--- config.mk ---
export PLATFORM = sky130hd
export DESIGN_NAME = signed_int_to_radix_ascii_top
export DESIGN_NICKNAME = d
export VERILOG_FILES = /design/src/hw/rtl/sira_pkg.sv /design/src/hw/rtl/sira_div_unit.sv /design/src/hw/rtl/signed_int_to_radix_ascii_top.sv
export SDC_FILE = /design/constraint.sdc
export NUM_CORES = 1
export LEC_CHECK = 0
export ABC_CLOCK_PERIOD_IN_PS = 15700
export BUFFER_PORTS_ARGS = -buffer_cell sky130_fd_sc_hd__buf_2
export CORE_ASPECT_RATIO = 1.4
export CORE_MARGIN = 5
export CORE_UTILIZATION = 46
export DETAILED_ROUTE_END_ITERATION = 8
export PLACE_DENSITY = 0.6
export SLEW_MARGIN = 20
export SYNTH_ARGS = -nofsm -noshare
export SYNTH_HDL_FRONTEND = slang
export SYNTH_HIERARCHICAL = 1
export SYNTH_SLANG_ARGS = --single-unit
--- constraint.sdc ---
create_clock -name aclk -period 15.7 [get_ports aclk]
set_input_delay 3.14 -clock aclk [delete_from_list [all_inputs] [get_ports aclk]]
set_output_delay 3.14 -clock aclk [all_outputs]
set_load 0.02 [all_outputs]
--- src/hw/rtl/sira_pkg.sv ---
// Shared types, constants and helpers for the signed integer to radix ASCII converter.
// No dependencies; used by sira_div_unit, the top level and the checker.
package sira_pkg;

    // Default input width
    localparam int VALUE_BITS_DEF = 32;

    // Restoring divide steps applied per clock by the shared divider
    localparam int DIV_STEPS = 8;

    localparam int BASE_W  = 5;
    localparam int DIGIT_W = 4;
    localparam int CHAR_W  = 8;

    localparam logic [BASE_W-1:0] BASE_MIN   = 5'd2;
    localparam logic [BASE_W-1:0] BASE_MAX   = 5'd16;
    localparam logic [BASE_W-1:0] BASE_DEC   = 5'd10;
    localparam logic [BASE_W-1:0] BASE_RESET = 5'd10;

    localparam logic [CHAR_W-1:0] CHAR_MINUS = 8'h2D;
    localparam logic [CHAR_W-1:0] CHAR_ZERO  = 8'h30;
    localparam logic [CHAR_W-1:0] CHAR_A     = 8'h41;

    // Sequencer states
    typedef enum logic [2:0] {
        ST_IDLE,
        ST_DIV,
        ST_SIGN,
        ST_READ,
        ST_EMIT
    } state_t;

    // Sequencer to divider
    typedef struct packed {
        logic load;   // take a new dividend
        logic run;    // advance one group of divide steps
    } div_ctrl_t;

    // Divider to sequencer
    typedef struct packed {
        logic               digit_done;  // remainder valid this cycle
        logic [DIGIT_W-1:0] digit;       // remainder of the current division
        logic               quot_zero;   // quotient of this division is zero
    } div_stat_t;

    // Digit 0..15 to '0'-'9', 'A'-'F'
    function automatic logic [CHAR_W-1:0] digit_to_ascii(input logic [DIGIT_W-1:0] d);
        logic [CHAR_W-1:0] d_ext;
        d_ext = CHAR_W'(d);
        if (d < DIGIT_W'(BASE_DEC)) begin
            return CHAR_ZERO + d_ext;
        end else begin
            return CHAR_A + (d_ext - CHAR_W'(BASE_DEC));
        end
    endfunction

endpackage

--- src/hw/rtl/sira_div_unit.sv ---
// Shared iterative divider: divides the held value by a small radix, several
// restoring steps per clock. Depends on sira_pkg.
module sira_div_unit #(
    parameter int VALUE_BITS = sira_pkg::VALUE_BITS_DEF
) (
    input  logic                              aclk,
    input  logic                              aresetn,
    input  sira_pkg::div_ctrl_t               ctrl,
    input  logic [VALUE_BITS-1:0]             load_value,
    input  logic [sira_pkg::BASE_W-1:0]       base,
    output sira_pkg::div_stat_t               stat
);

    localparam int STEPS      = sira_pkg::DIV_STEPS;
    localparam int DIV_CYCLES = (VALUE_BITS + STEPS - 1) / STEPS;
    localparam int PAD_BITS   = DIV_CYCLES * STEPS;
    localparam int CYC_W      = $clog2(DIV_CYCLES + 1);
    localparam int DW         = sira_pkg::DIGIT_W;
    localparam int BW         = sira_pkg::BASE_W;

    logic [PAD_BITS-1:0] quot_reg, quot_next;
    logic [DW-1:0]       rem_reg,  rem_next;
    logic [CYC_W-1:0]    step_reg, step_next;

    logic [PAD_BITS-1:0] q_work;
    logic [DW-1:0]       r_work;
    logic [BW-1:0]       t_work;
    logic                last_group;

    // Restoring steps: remainder stays below the radix, so it is narrow
    always_comb begin
        q_work = quot_reg;
        r_work = rem_reg;
        t_work = '0;
        for (int i = 0; i < STEPS; i++) begin
            t_work = {r_work, q_work[PAD_BITS-1]};
            q_work = {q_work[PAD_BITS-2:0], 1'b0};
            if (t_work >= base) begin
                t_work    = t_work - base;
                q_work[0] = 1'b1;
            end
            r_work = t_work[DW-1:0];
        end
    end

    assign last_group = (step_reg == CYC_W'(DIV_CYCLES - 1));

    // Next state of the divider
    always_comb begin
        quot_next = quot_reg;
        rem_next  = rem_reg;
        step_next = step_reg;
        if (ctrl.load) begin
            quot_next = PAD_BITS'(load_value);
            rem_next  = '0;
            step_next = '0;
        end else if (ctrl.run) begin
            quot_next = q_work;
            if (last_group) begin
                rem_next  = '0;
                step_next = '0;
            end else begin
                rem_next  = r_work;
                step_next = step_reg + CYC_W'(1);
            end
        end
    end

    // Step counter is control; quotient and remainder are payload
    always_ff @(posedge aclk) begin
        if (!aresetn) begin
            step_reg <= '0;
        end else begin
            step_reg <= step_next;
        end
    end

    always_ff @(posedge aclk) begin
        quot_reg <= quot_next;
        rem_reg  <= rem_next;
    end

    assign stat.digit_done = ctrl.run && last_group;
    assign stat.digit      = r_work;
    assign stat.quot_zero  = (q_work == '0);

endmodule

--- src/hw/rtl/signed_int_to_radix_ascii_top.sv ---
// Top level of the signed integer to radix ASCII converter.
// Depends on sira_pkg and sira_div_unit.
//
// Takes one signed integer per item and returns its text in the radix held in
// the digit base register (2 to 16, reset 10; writes below 2 store 2, above 16
// store 16), one ASCII character per output item, most significant digit
// first, '-' leading only for negative values in radix 10, m_is_last on the
// final character. The block works on one number at a time and s_ready is low
// until its last character is taken. The shared divider resolves 8 quotient
// bits per clock, and each character is first read from the registered digit
// store and then presented on the output.
module signed_int_to_radix_ascii_top #(
    parameter int VALUE_BITS = sira_pkg::VALUE_BITS_DEF
) (
    input  logic                               aclk,
    input  logic                               aresetn,
    // configuration
    input  logic                               cfg_wr_en,
    input  logic [sira_pkg::BASE_W-1:0]        cfg_wr_data,
    // input items
    input  logic                               s_valid,
    output logic                               s_ready,
    input  logic signed [VALUE_BITS-1:0]       s_value,
    // result items
    output logic                               m_valid,
    input  logic                               m_ready,
    output logic [sira_pkg::CHAR_W-1:0]        m_out_char,
    output logic                               m_is_last
);

    localparam int CNT_W = $clog2(VALUE_BITS + 1);
    localparam int AW    = $clog2(VALUE_BITS);
    localparam int DW    = sira_pkg::DIGIT_W;
    localparam int BW    = sira_pkg::BASE_W;

    sira_pkg::state_t state_reg, state_next;

    logic [BW-1:0]    base_reg,  base_next;
    logic             minus_reg, minus_next;
    logic [CNT_W-1:0] cnt_reg,   cnt_next;
    logic [AW-1:0]    ptr_reg,   ptr_next;

    logic [DW-1:0]    digit_mem [VALUE_BITS];
    logic [DW-1:0]    rd_data_reg;
    logic             mem_we;

    logic [VALUE_BITS-1:0] raw_value;
    logic [VALUE_BITS-1:0] mag_value;
    logic                  in_accept;
    logic                  conv_done;

    sira_pkg::div_ctrl_t div_ctrl;
    sira_pkg::div_stat_t div_stat;

    // Magnitude of the input; the most negative value maps to 2^(VALUE_BITS-1)
    assign raw_value = $unsigned(s_value);
    assign mag_value = raw_value[VALUE_BITS-1]
                     ? (~raw_value + VALUE_BITS'(1)) : raw_value;

    assign in_accept = s_valid && s_ready;

    sira_div_unit #(
        .VALUE_BITS (VALUE_BITS)
    ) u_div (
        .aclk       (aclk),
        .aresetn    (aresetn),
        .ctrl       (div_ctrl),
        .load_value (mag_value),
        .base       (base_reg),
        .stat       (div_stat)
    );

    // Radix register with clamping on write
    always_comb begin
        base_next = base_reg;
        if (cfg_wr_en) begin
            if (cfg_wr_data < sira_pkg::BASE_MIN) begin
                base_next = sira_pkg::BASE_MIN;
            end else if (cfg_wr_data > sira_pkg::BASE_MAX) begin
                base_next = sira_pkg::BASE_MAX;
            end else begin
                base_next = cfg_wr_data;
            end
        end
    end

    // Conversion ends on a zero quotient or a full digit store
    assign conv_done = div_stat.digit_done
                    && (div_stat.quot_zero
                        || ((cnt_reg + CNT_W'(1)) == CNT_W'(VALUE_BITS)));

    // Sequencer
    always_comb begin
        state_next    = state_reg;
        minus_next    = minus_reg;
        cnt_next      = cnt_reg;
        ptr_next      = ptr_reg;
        div_ctrl.load = 1'b0;
        div_ctrl.run  = 1'b0;
        mem_we        = 1'b0;
        s_ready       = 1'b0;
        m_valid       = 1'b0;
        m_out_char    = sira_pkg::digit_to_ascii(rd_data_reg);
        m_is_last     = 1'b0;
        unique case (state_reg)
            sira_pkg::ST_IDLE: begin
                s_ready = 1'b1;
                if (in_accept) begin
                    div_ctrl.load = 1'b1;
                    minus_next    = raw_value[VALUE_BITS-1]
                                 && (base_reg == sira_pkg::BASE_DEC);
                    cnt_next      = '0;
                    state_next    = sira_pkg::ST_DIV;
                end
            end
            sira_pkg::ST_DIV: begin
                div_ctrl.run = 1'b1;
                if (div_stat.digit_done) begin
                    mem_we   = 1'b1;
                    cnt_next = cnt_reg + CNT_W'(1);
                end
                if (conv_done) begin
                    ptr_next   = cnt_reg[AW-1:0];
                    state_next = minus_reg ? sira_pkg::ST_SIGN : sira_pkg::ST_READ;
                end
            end
            sira_pkg::ST_SIGN: begin
                m_valid    = 1'b1;
                m_out_char = sira_pkg::CHAR_MINUS;
                if (m_ready) begin
                    state_next = sira_pkg::ST_READ;
                end
            end
            sira_pkg::ST_READ: begin
                state_next = sira_pkg::ST_EMIT;
            end
            sira_pkg::ST_EMIT: begin
                m_valid   = 1'b1;
                m_is_last = (ptr_reg == '0);
                if (m_ready) begin
                    if (ptr_reg == '0) begin
                        state_next = sira_pkg::ST_IDLE;
                    end else begin
                        ptr_next   = ptr_reg - AW'(1);
                        state_next = sira_pkg::ST_READ;
                    end
                end
            end
            default: begin
                state_next = sira_pkg::ST_IDLE;
            end
        endcase
    end

    // Control registers
    always_ff @(posedge aclk) begin
        if (!aresetn) begin
            state_reg <= sira_pkg::ST_IDLE;
            base_reg  <= sira_pkg::BASE_RESET;
            minus_reg <= 1'b0;
            cnt_reg   <= '0;
            ptr_reg   <= '0;
        end else begin
            state_reg <= state_next;
            base_reg  <= base_next;
            minus_reg <= minus_next;
            cnt_reg   <= cnt_next;
            ptr_reg   <= ptr_next;
        end
    end

    // Digit store, least significant digit at entry 0, registered read
    always_ff @(posedge aclk) begin
        if (mem_we) begin
            digit_mem[cnt_reg[AW-1:0]] <= div_stat.digit;
        end
        rd_data_reg <= digit_mem[ptr_reg];
    end

endmodule

**After elaboration in Yosys (flattened, before gate mapping)**

Memories as Yosys holds them, arrays and structs flattened. A register that Yosys moved wholly into a read port is not among the register bits.
Cells that the tools add are included.

- Add/sub/neg operators: 15
- Magnitude comparators: 11
- Equal/unequal tests: 13
- Muxes and demuxes: 49
- Bitwise logic cells: 2
- Reductions and logical operators: 17

Operator list:

| operator | number |
|---|---|
| $mux 32 | 3 |
| $ge 5x5->1 | 8 |
| $mux 4 | 9 |
| $add 32x1->32 const B | 1 |
| $logic_not 32->1 | 1 |
| $not 32->32 | 1 |
| $sub 4x4->4 | 8 |
| $mux 5 | 5 |
| $mux 1 | 19 |
| $mux 8 | 2 |
| $mux 3 | 5 |
| $pmux 3 s5 | 1 |
| $mux 6 | 2 |
| $ne 2x2->1 const B | 6 |
| $pmux 6 s2 | 1 |
| $pmux 5 s2 | 1 |
| $eq 3x2->1 const B | 3 |
| $add 7x8->8 const A | 1 |
| $reduce_and 4->1 | 2 |
| $add 6x4->7 const A | 1 |
| $add 6x1->6 const B | 1 |
| $eq 6x6->1 const B | 1 |
| $reduce_bool 2->1 | 3 |
| $eq 5x4->1 const B | 1 |
| 17 further kinds | 21 |

- Bits in registers: 59
- Bits in writable memories: 128
- Input port bits: 42
- Logic and storage cells: 116
- Memories: 1

Memories:

| memory | depth | bits a word | rd ports | clocked after Yosys merged registers in | wr ports | RTL line | RTL |
|---|---|---|---|---|---|---|---|
| digit_mem | 32 | 4 | 1 | 1 | 1 | signed_int_to_radix_ascii_top.sv:43 | `logic [DW-1:0] digit_mem [VALUE_BITS];` |

**Logic depth before layout (Yosys ltp)**

- Depth after elaboration: 21
- Gate-level depth with buffers: 52

**Hierarchy**

The synthesis kept the hierarchy.

Modules (own cells, without submodules):

| module | instances | cells each | area each (um2) | seq. area each (um2) |
|---|---|---|---|---|
| signed_int_to_radix_ascii_top | 1 | 532 | 7,295.7 | 4,324.1 |
| sira_div_unit | 1 | 333 | 3,459.6 | 1,101.1 |

**Least setup slack after synthesis**

No wires, ideal clock.

- Kind: flip-flop to flip-flop
- Start: register base_reg[1]
- End: memory digit_mem[0][0] (netlist bit) (data pin)
- Data arrival time: 11.273 ns
- Data required time: 15.316 ns
- Path slack: 4.043 ns
- Stages on the path, launching flop included: 43
- Period minus slack after synthesis: 11.657 ns
- Cell sequence: dfxtp_1 inv_1 ha_1 a31oi_1 o21ai_1 mux2_2 ha_1 a21oi_2 o21ai_2 and4b_1 or4_4 ha_1 a31oi_1 o21ai_1 nand2_1 o21a_1 ha_1 a21o_1 [... 7 more ...] mux2_2 ha_1 and2_1 a221oi_1 a21boi_1 ha_1 a21o_1 a31oi_1 o21a_1 mux2_1 nand2_1 inv_1 ha_1 nand2_1 o31ai_1 clkbuf_1 nor2_1 a21oi_1

RTL lines:

| item | RTL line | RTL |
|---|---|---|
| start, declared | signed_int_to_radix_ascii_top.sv:38 | `logic [BW-1:0] base_reg, base_next;` |
| start signal, assigned | signed_int_to_radix_ascii_top.sv:159 | `base_reg <= sira_pkg::BASE_RESET;` |
| start signal, assigned | signed_int_to_radix_ascii_top.sv:165 | `base_reg <= base_next;` |
| end, declared | signed_int_to_radix_ascii_top.sv:43 |  |

==> impl_metrics.env <==
export IMPL_cp_arrival_ns=13.00
export IMPL_yosysMostFrequentCell="edfxtp_1"
export IMPL_cts_tree="yes"
export IMPL_slew_viol_final=0
export IMPL_whs_path_depth=2
export IMPL_max_freq_mhz=79.0
export IMPL_worstMarginPinSlew_ns=0.868
export IMPL_drc=0
export IMPL_r2r_start="base_reg[1]"
export IMPL_drt_total_wl_microns=24800
export IMPL_setup_tns_ns=0
export IMPL_vias=7006
export IMPL_grt_pass1_wl_microns=39400
export IMPL_path_common_cell="ha_1"
export IMPL_port_buffers=51
export IMPL_die_area_sq_um=26600
export IMPL_largest_reg_flops=128
export IMPL_setup_viol=0
export IMPL_antenna_found_initial=0
export IMPL_synth_cell_types=78
export IMPL_ys_seq_area_share_pct=50.4
export IMPL_crit_fanout=10
export IMPL_design_area_sq_um=11900
export IMPL_holdWs_ns=0.493
export IMPL_clock_path_buffers=2
export IMPL_wire_per_inst_microns=20.1
export IMPL_clockRootBuffer="clkbuf_16"
export IMPL_synth_seq_cells=191
export IMPL_worstPathRequired_ns=16.04
export IMPL_h_tree_depth=4
export IMPL_cts_sinks=191
export IMPL_startpoint_type="flip-flop"
export IMPL_status="complete, no violations"
export IMPL_core_region_area_sq_um=23100
export IMPL_finalCriticalPeriod_ns=12.67
export IMPL_postRouteAntennaNets=0
export IMPL_gp_congestion=0.857
export IMPL_grt_pass1_vias=7306
export IMPL_dr_pass1_iters=5
export IMPL_postCtsSetupBuffers=0
export IMPL_ys_warnings_count=6
export IMPL_period_share_pct=80.7
export IMPL_hpwl_microns=18000
export IMPL_die_y_microns=191
export IMPL_yosys_top_cells_area="edfxtp_1, mux4_2, ha_1"
export IMPL_cts_resized_gates=0
export IMPL_ff2ff_path_depth=43
export IMPL_diodes=0
export IMPL_yosysTopAreaCell="edfxtp_1"
export IMPL_syn_nets=968
export IMPL_hold_viol_final=0
export IMPL_first_iter_violations=313
export IMPL_critPathLaunch="base_reg[1]"
export IMPL_relSlewSlack_pct=41.6
export IMPL_track_usage_pct=19.1
export IMPL_path_clk_slew_ns=0.07
export IMPL_synth_edff_count=160
export IMPL_start_util_pct=46.5
export IMPL_critPathKind="reg -> reg"
export IMPL_syn_area_per_cell_sq_um=12.4
export IMPL_crit_path_max_incr_delay_ns=0.76
export IMPL_hold_path_class="reg -> reg"
export IMPL_grt_overflow=0
export IMPL_postLayoutCoreUtil_pct=51.5
export IMPL_cp_slowest_cell="nor4_1"
export IMPL_maxCapViolations=0
export IMPL_synthArstFlopShare_pct=0
export IMPL_hp_start="u_div/rem_reg[2]"
export IMPL_cp_end_kind="flip-flop"
export IMPL_die_w_microns=139
export IMPL_worstSkewPairLatency_ns=0.42
export IMPL_cts_inserted_buffers=17
export IMPL_drive_gt1_share_pct=21.6
export IMPL_reg2reg_slack_ns=3.03
export IMPL_holdPathEnd="u_div/rem_reg[2]"
export IMPL_syn_instance_count=865
export IMPL_io_pins=53
export IMPL_synth_top_area_share_pct=44.7
export IMPL_ys_top_cells_by_count="edfxtp_1, nor2_1, nand2_1"
export IMPL_num_rows=66
export IMPL_placed_area_sq_um=11300
export IMPL_clock_skew_ns=0.0128
export IMPL_rsz0062_at_grt="no"
export IMPL_via_per_inst=5.69
export IMPL_grt_max_degree=39
export IMPL_synthFlopType="edfxtp_1"
export IMPL_r2r_end="ptr_reg[4]"
export IMPL_cts_hold_buf=0
export IMPL_finalNetCount=1016
export IMPL_syn_area_sq_um=10800
export IMPL_area_growth_pct=10.6
how the worst max path moves through the flow:
stage | cells after the start | to
floorplan | 42 | digit_mem[0][0]
global placement | 42 | u_div/rem_reg[1]
detailed placement | 42 | u_div/rem_reg[1]
CTS | 43 | ptr_reg[4]
global route | 48 | ptr_reg[4]
finish | 43 | ptr_reg[4]
layout make-up:
class | instances | area, sq um
fill | 2057 | 11200
sequential | 191 | 5430
multi-input combinational | 595 | 5000
clock buffer | 18 | 429
tap | 306 | 383
timing repair buffer | 61 | 330
inverter | 47 | 176
clock inverter | 14 | 150
worst max-delay path: cells and delay by family, from the launching register on:
kind,cells,cell delay (ns)
fa+ha+maj,8,2.71
compound gates,20,4.75
mux,3,1.18
buf+inv,2,0.47
flops,1,0.69
simple gates,10,2.78
metal layers:
metal	vias to the layer above	global-route usage, %	wire length (microns)
met4	0	9.11	991
li1	3355	-	-
met2	168	36.5	13800
met3	51	2.68	839
met1	3432	20.6	9160
met5	-	0	0
stage by stage:
stage          setup slack (ns)  instances
2_1_floorplan              4.04        865
3_3_place_gp               3.32       1200
3_5_place_dp               3.09       1200
4_1_cts                    3.01       1232
5_1_grt                    2.04       1232
6_report                   3.03       1232
logic make-up (layout without fill, tap and decap cells):
logic type               Yosys count  in the layout  synth area share [%]
multiplexers                      95             95                  13.8
flip-flops                       191            191                  50.4
adder cells (fa/ha/maj)           61             61                  7.65
AO/OA/AOI/OAI                    149            149                  9.48
buffers and inverters             79            140                  3.13
other                              1              1                0.0349
XOR/XNOR                          51             51                  4.15
AND/OR/NAND/NOR                  238            238                  11.3
placed cells by master (no fill, tap or decap), types with 10 or more instances in the layout:
master / netlist / final
a21oi_1: 37 / 36
dfxtp_1: 31 / 30
o21ai_0: 20 / 20
edfxtp_1: 160 / 160
nand3_1: 13 / 13
buf_2: 5 / 51
clkbuf_16: 0 / 17
mux2i_1: 12 / 12
ha_1: 53 / 53
nor3_1: 10 / 10
mux2_2: 44 / 44
nor2_1: 76 / 75
a21o_1: 16 / 16
nor4_1: 10 / 10
inv_1: 46 / 46
buf_4: 3 / 10
a31oi_1: 11 / 11
o31ai_1: 13 / 13
mux4_2: 38 / 38
nand2b_1: 13 / 13
xnor2_1: 44 / 44
nand2_1: 58 / 58
Power is not shown: default switching activity piles up to over one toggle a cycle in this logic, so the estimate is an artifact.
